### config.mk
export PLATFORM = sky130hd
export DESIGN_NAME = bis_axis
export DESIGN_NICKNAME = d
export VERILOG_FILES = /design/src/design/bis_pkg.sv /design/src/design/bis_axis.sv
export SDC_FILE = /design/constraint.sdc
export NUM_CORES = 1
export LEC_CHECK = 0
export BUFFER_PORTS_ARGS = -buffer_cell sky130_fd_sc_hd__buf_2
export CORE_AREA = 2 2 122 153
export CTS_CLUSTER_SIZE = 25
export DETAILED_ROUTE_END_ITERATION = 7
export DIE_AREA = 0 0 124 155
export GPL_TIMING_DRIVEN = 0
export PLACE_DENSITY = 0.58
export SLEW_MARGIN = 20
export SYNTH_ARGS = -nofsm -noshare
export SYNTH_HDL_FRONTEND = slang
export SYNTH_SLANG_ARGS = --single-unit
### constraint.sdc
create_clock -name clk -period 27.5 [get_ports clk]
set_input_delay 4.125 -clock clk [delete_from_list [all_inputs] [get_ports clk]]
set_output_delay 4.125 -clock clk [all_outputs]
set_load 0.01 [all_outputs]
### src/design/bis_pkg.sv
package bis_pkg;

  localparam int QUERY_W  = 24;
  localparam int START_W  = 16;
  localparam int VALUE_W  = 16;
  localparam int SIZE_W   = 8;
  localparam int INDEX_W  = 7;
  localparam int OUT_W    = 32;
  localparam int CFG_IDX_W = 3;
  localparam int CFG_DATA_W = 16;

  localparam logic CMD_WRITE = 1'b0;
  localparam logic CMD_QUERY = 1'b1;

  typedef enum logic [CFG_IDX_W-1:0] {
    REG_WRAP    = 3'd0,
    REG_OUTSIDE = 3'd1,
    REG_START_R = 3'd2,
    REG_START_C = 3'd3,
    REG_ROWS    = 3'd4,
    REG_COLS    = 3'd5
  } cfg_reg_t;

endpackage

### src/design/bis_axis.sv
module bis_axis #(
  parameter int MAX_DIM   = 128,
  parameter int FRAC_BITS = 8
) (
  input  logic                                 clk,
  input  logic                                 load,
  input  logic signed [bis_pkg::QUERY_W-1:0]   coord,
  input  logic signed [bis_pkg::START_W-1:0]   start,
  input  logic        [bis_pkg::SIZE_W-1:0]    size_raw,
  input  logic                                 wrap,
  output logic                                 ok,
  output logic        [$clog2(MAX_DIM)-1:0]    lo,
  output logic        [$clog2(MAX_DIM)-1:0]    hi,
  output logic        [FRAC_BITS-1:0]          frac
);

  localparam int AW  = $clog2(MAX_DIM);
  localparam int SZW = $clog2(MAX_DIM + 1);
  localparam int FLW = bis_pkg::QUERY_W - FRAC_BITS;
  localparam int DW  = ((FLW > bis_pkg::START_W) ? FLW : bis_pkg::START_W) + 2;
  localparam logic signed [DW-1:0] ONE = DW'(1);
  localparam logic signed [DW-1:0] TWO = DW'(2);

  logic signed [bis_pkg::QUERY_W-1:0] fl;
  logic signed [DW-1:0]               d_nxt;
  logic signed [DW-1:0]               d_r;
  logic        [FRAC_BITS-1:0]        frac_r;
  logic        [SZW-1:0]              size_eff;
  logic signed [DW-1:0]               szd;
  logic signed [DW-1:0]               a;
  logic signed [DW-1:0]               b;
  logic signed [DW-1:0]               aw;
  logic signed [DW-1:0]               bw;

  assign fl    = coord >>> FRAC_BITS;
  assign d_nxt = DW'(fl) - DW'(start);

  always_ff @(posedge clk) begin
    if (load) begin
      d_r    <= d_nxt;
      frac_r <= coord[FRAC_BITS-1:0];
    end
  end

  always_comb begin
    if (32'(size_raw) < 32'd2) begin
      size_eff = SZW'(2);
    end else if (32'(size_raw) > 32'(MAX_DIM)) begin
      size_eff = SZW'(MAX_DIM);
    end else begin
      size_eff = SZW'(size_raw);
    end
  end

  assign szd = DW'($signed({1'b0, size_eff}));
  assign a   = d_r;
  assign b   = d_r + ONE;

  always_comb begin
    aw = a;
    bw = b;
    if (a[DW-1]) begin
      aw = a + szd;
    end else if (a > szd - ONE) begin
      aw = a - szd;
    end
    if (b[DW-1]) begin
      bw = b + szd;
    end else if (b > szd - ONE) begin
      bw = b - szd;
    end
    if (wrap) begin
      ok = !aw[DW-1] && (aw <= szd - ONE) && !bw[DW-1] && (bw <= szd - ONE);
    end else begin
      ok = !d_r[DW-1] && (d_r <= szd - TWO);
    end
  end

  assign lo   = aw[AW-1:0];
  assign hi   = bw[AW-1:0];
  assign frac = frac_r;

endmodule

==> qor.yml <==
wl_per_cell_um: 15.6
power_leakage_nw: 3.15
synth_fa_ha_area_share_pct: 29.5
min_period_ns: 15.56
crit_fanout: 10
synth_top_area_share_pct: 27.5
cts_root_buffer: "clkbuf_16"
synthSimpleGateAreaFrac_pct: 18.5
drcViolationCount: 0
io_buffers: 72
critical_path_arrival_ns: 11.44
postCtsSetupRepairBufs: 0
cts-hold-fix-buffers: 0
status: "complete, no violations"
coreArea_um2: 17900
antenna_cells: 0
dr_wl_met3_um: 426
synth_most_common_cell: "ha_1"
vias: 5765
rsz0062_at_grt: "false"
crit_type: "primary input to output pin"
worstPathRequired_ns: 23.37
ant_nets: 0
ys_async_sr_fraction_pct: 0
netlist_area_um2: 6100
critPathMaxStageDelay_ns: 0.57
start_kind: "primary input"
firstDrtPassIters: 4
max_cap_violations: 0
wl_met1_mm: 6.94
highest_layer: "met4"
viasPerCell: 5.42
cts_buffers: 3
drv_slew: 0
cts_tree: "yes"
grt_first_pass_wirelength_mm: 27.0
antenna_found_initial: 0
rows: 55
grt_util_all_layers_pct: 17.6
hold_viol_final: 0
relSlewSlack_pct: 47.2
whs_path_depth: 1
cts_resized: 0
avgSynthCellArea_um2: 8.12
pre_cts_slack_ns: 11.91
cts.sinks: 25
max_freq_ghz: 0.0643
start_util_pct: 34.1
synth_cells: 751
syn_to_final_growth_pct: 13.0
synth_top_area_cell: "ha_1"
finish.utilization_pct: 38.5
ir_worst_vdd_mv: 0.0356
die_area_um2: 19200
ys_warn_count: 0
die_w_um: 124
pin_count: 74
dp_hpwl_mm: 14.3
final_layout_size_suffix_gt1_share_pct: 12.0
dp_cells: 1060
grt_pass1_vias: 5692
setup_ws_ns: 11.94
fp.dieH_um: 155
cts_buffer_depth: 2
place.gp.congestion: 0.901
slowest_stage: "or4_4"
grt-ovfl-total: 0
cp-end-kind: "output pin"
synth_xor_area_share_pct: 8.19
drtIter0Drc: 187
fin_crit_sh_pct: 56.6
hp-class: "primary input to flip-flop"
synthFlopType: "edfxtp_1"
synth_mux_area_share_pct: 2.05
fin_cells: 1064
hold_end: "frac[6]"
yosysUniqueCellTypes: 69
ys_ff_latch: 25
yosys-top-cells-area: "ha_1, edfxtp_1, xnor2_1"
clkTransAtPathRegs_ns: 0.06
synth-edff-count: 25
min_from: "coord[6]"
met2_length_mm: 8.66
finalNetCount: 1028
grt_max_degree: 26
ys_seq_area_share_pct: 12.3
power-per-cell-area_nw_per_um2: 45.8
synthTopCellsByCount: "ha_1, inv_1, nor2_1"
drt_wl_total_mm: 16.6
setup_violations: 0
worst_pin_slew_ns: 0.785
tns_ns: 0
synth_top_family_by_area: "adder cells"
synth_compound_area_share_pct: 24.1
cts.htree.levels: 1
[logic make-up (layout without fill, tap and decap cells)]
family | count (synthesis) | count (layout)
and+or+nand+nor | 220 | 220
AOI/OAI and AO/OA | 212 | 212
adders and majority gates | 140 | 140
buffers and inverters | 84 | 161
xor gates and xnor gates | 57 | 57
DFF | 25 | 25
muxes | 12 | 12
other | 1 | 9
[worst max-delay path, delay by kind of cell]
kind | cells | cell delay, ns
xor gates and xnor gates | 1 | 0.56
AOI/OAI and AO/OA | 11 | 2.18
adders and majority gates | 3 | 0.98
and+or+nand+nor | 9 | 2.48
buffers and inverters | 6 | 1.08
[cells in the final DEF (no fill, tap or decap), types with 15 or more instances in the layout]
| cell type | synthesis | layout |
|---|---|---|
| nor2b_1 | 17 | 17 |
| buf_2 | 3 | 75 |
| a21o_1 | 27 | 27 |
| nand2_1 | 33 | 33 |
| edfxtp_1 | 25 | 25 |
| nor3_1 | 15 | 15 |
| xnor2_1 | 44 | 44 |
| nand4_1 | 23 | 23 |
| inv_1 | 69 | 69 |
| nor2_1 | 60 | 60 |
| ha_1 | 134 | 134 |
| a21oi_1 | 54 | 54 |
| nand3_1 | 20 | 19 |
| o21ai_0 | 31 | 31 |
[per-stage QoR]
| stage | total power [mW] | hold WS [ns] | area, µm² |
|---|---|---|---|
| 6_report | 0.315 | 4.04 | 6890 |
| 5_1_grt | 0.349 | 4.03 | 6890 |
| 3_3_place_gp | 0.281 | 4.30 | 6770 |
| 2_1_floorplan | 0.221 | 4.22 | 6130 |
| 3_5_place_dp | 0.283 | 4.30 | 6810 |
| 4_1_cts | 0.318 | 4.03 | 6890 |
[state kept, by name (all words and copies together) (netlist names)]
name and cells:
frac 8, a 17
[power by group]
group          internal (mW)  total [mW]  switching, mW  leakage [nW]
sequential            0.0488      0.0581        0.00936         0.245
combinational         0.0958       0.224          0.129          2.87
clock                 0.0198      0.0328         0.0129        0.0382
[worst max path at each step]
stage	startpoint	endpoint	slack, ns
after floorplan	size_raw[2]	ok	12.60
after global routing	size_raw[4]	ok	11.32
after global placement	size_raw[4]	ok	10.43
final	size_raw[4]	ok	11.94
after detailed placement	size_raw[4]	ok	11.91
after CTS	size_raw[4]	ok	11.89
[cell type report]
cell class | instances | area (µm²)
flip-flops and latches | 25 | 751
clock buffers | 4 | 78.8
well taps | 228 | 285
plain buffers | 13 | 52.6
repair buffers | 73 | 388
inverters | 71 | 267
fillers | 1894 | 11000
multi-input cells | 650 | 5070
[routing by layer]
layer  up-vias  GRT usage, %
li1       2963             -
met1      2673          20.2
met2       110          33.6
met3        19          1.03
met4         0          6.31
met5         -             0
Power figures use the tool's default switching activity.
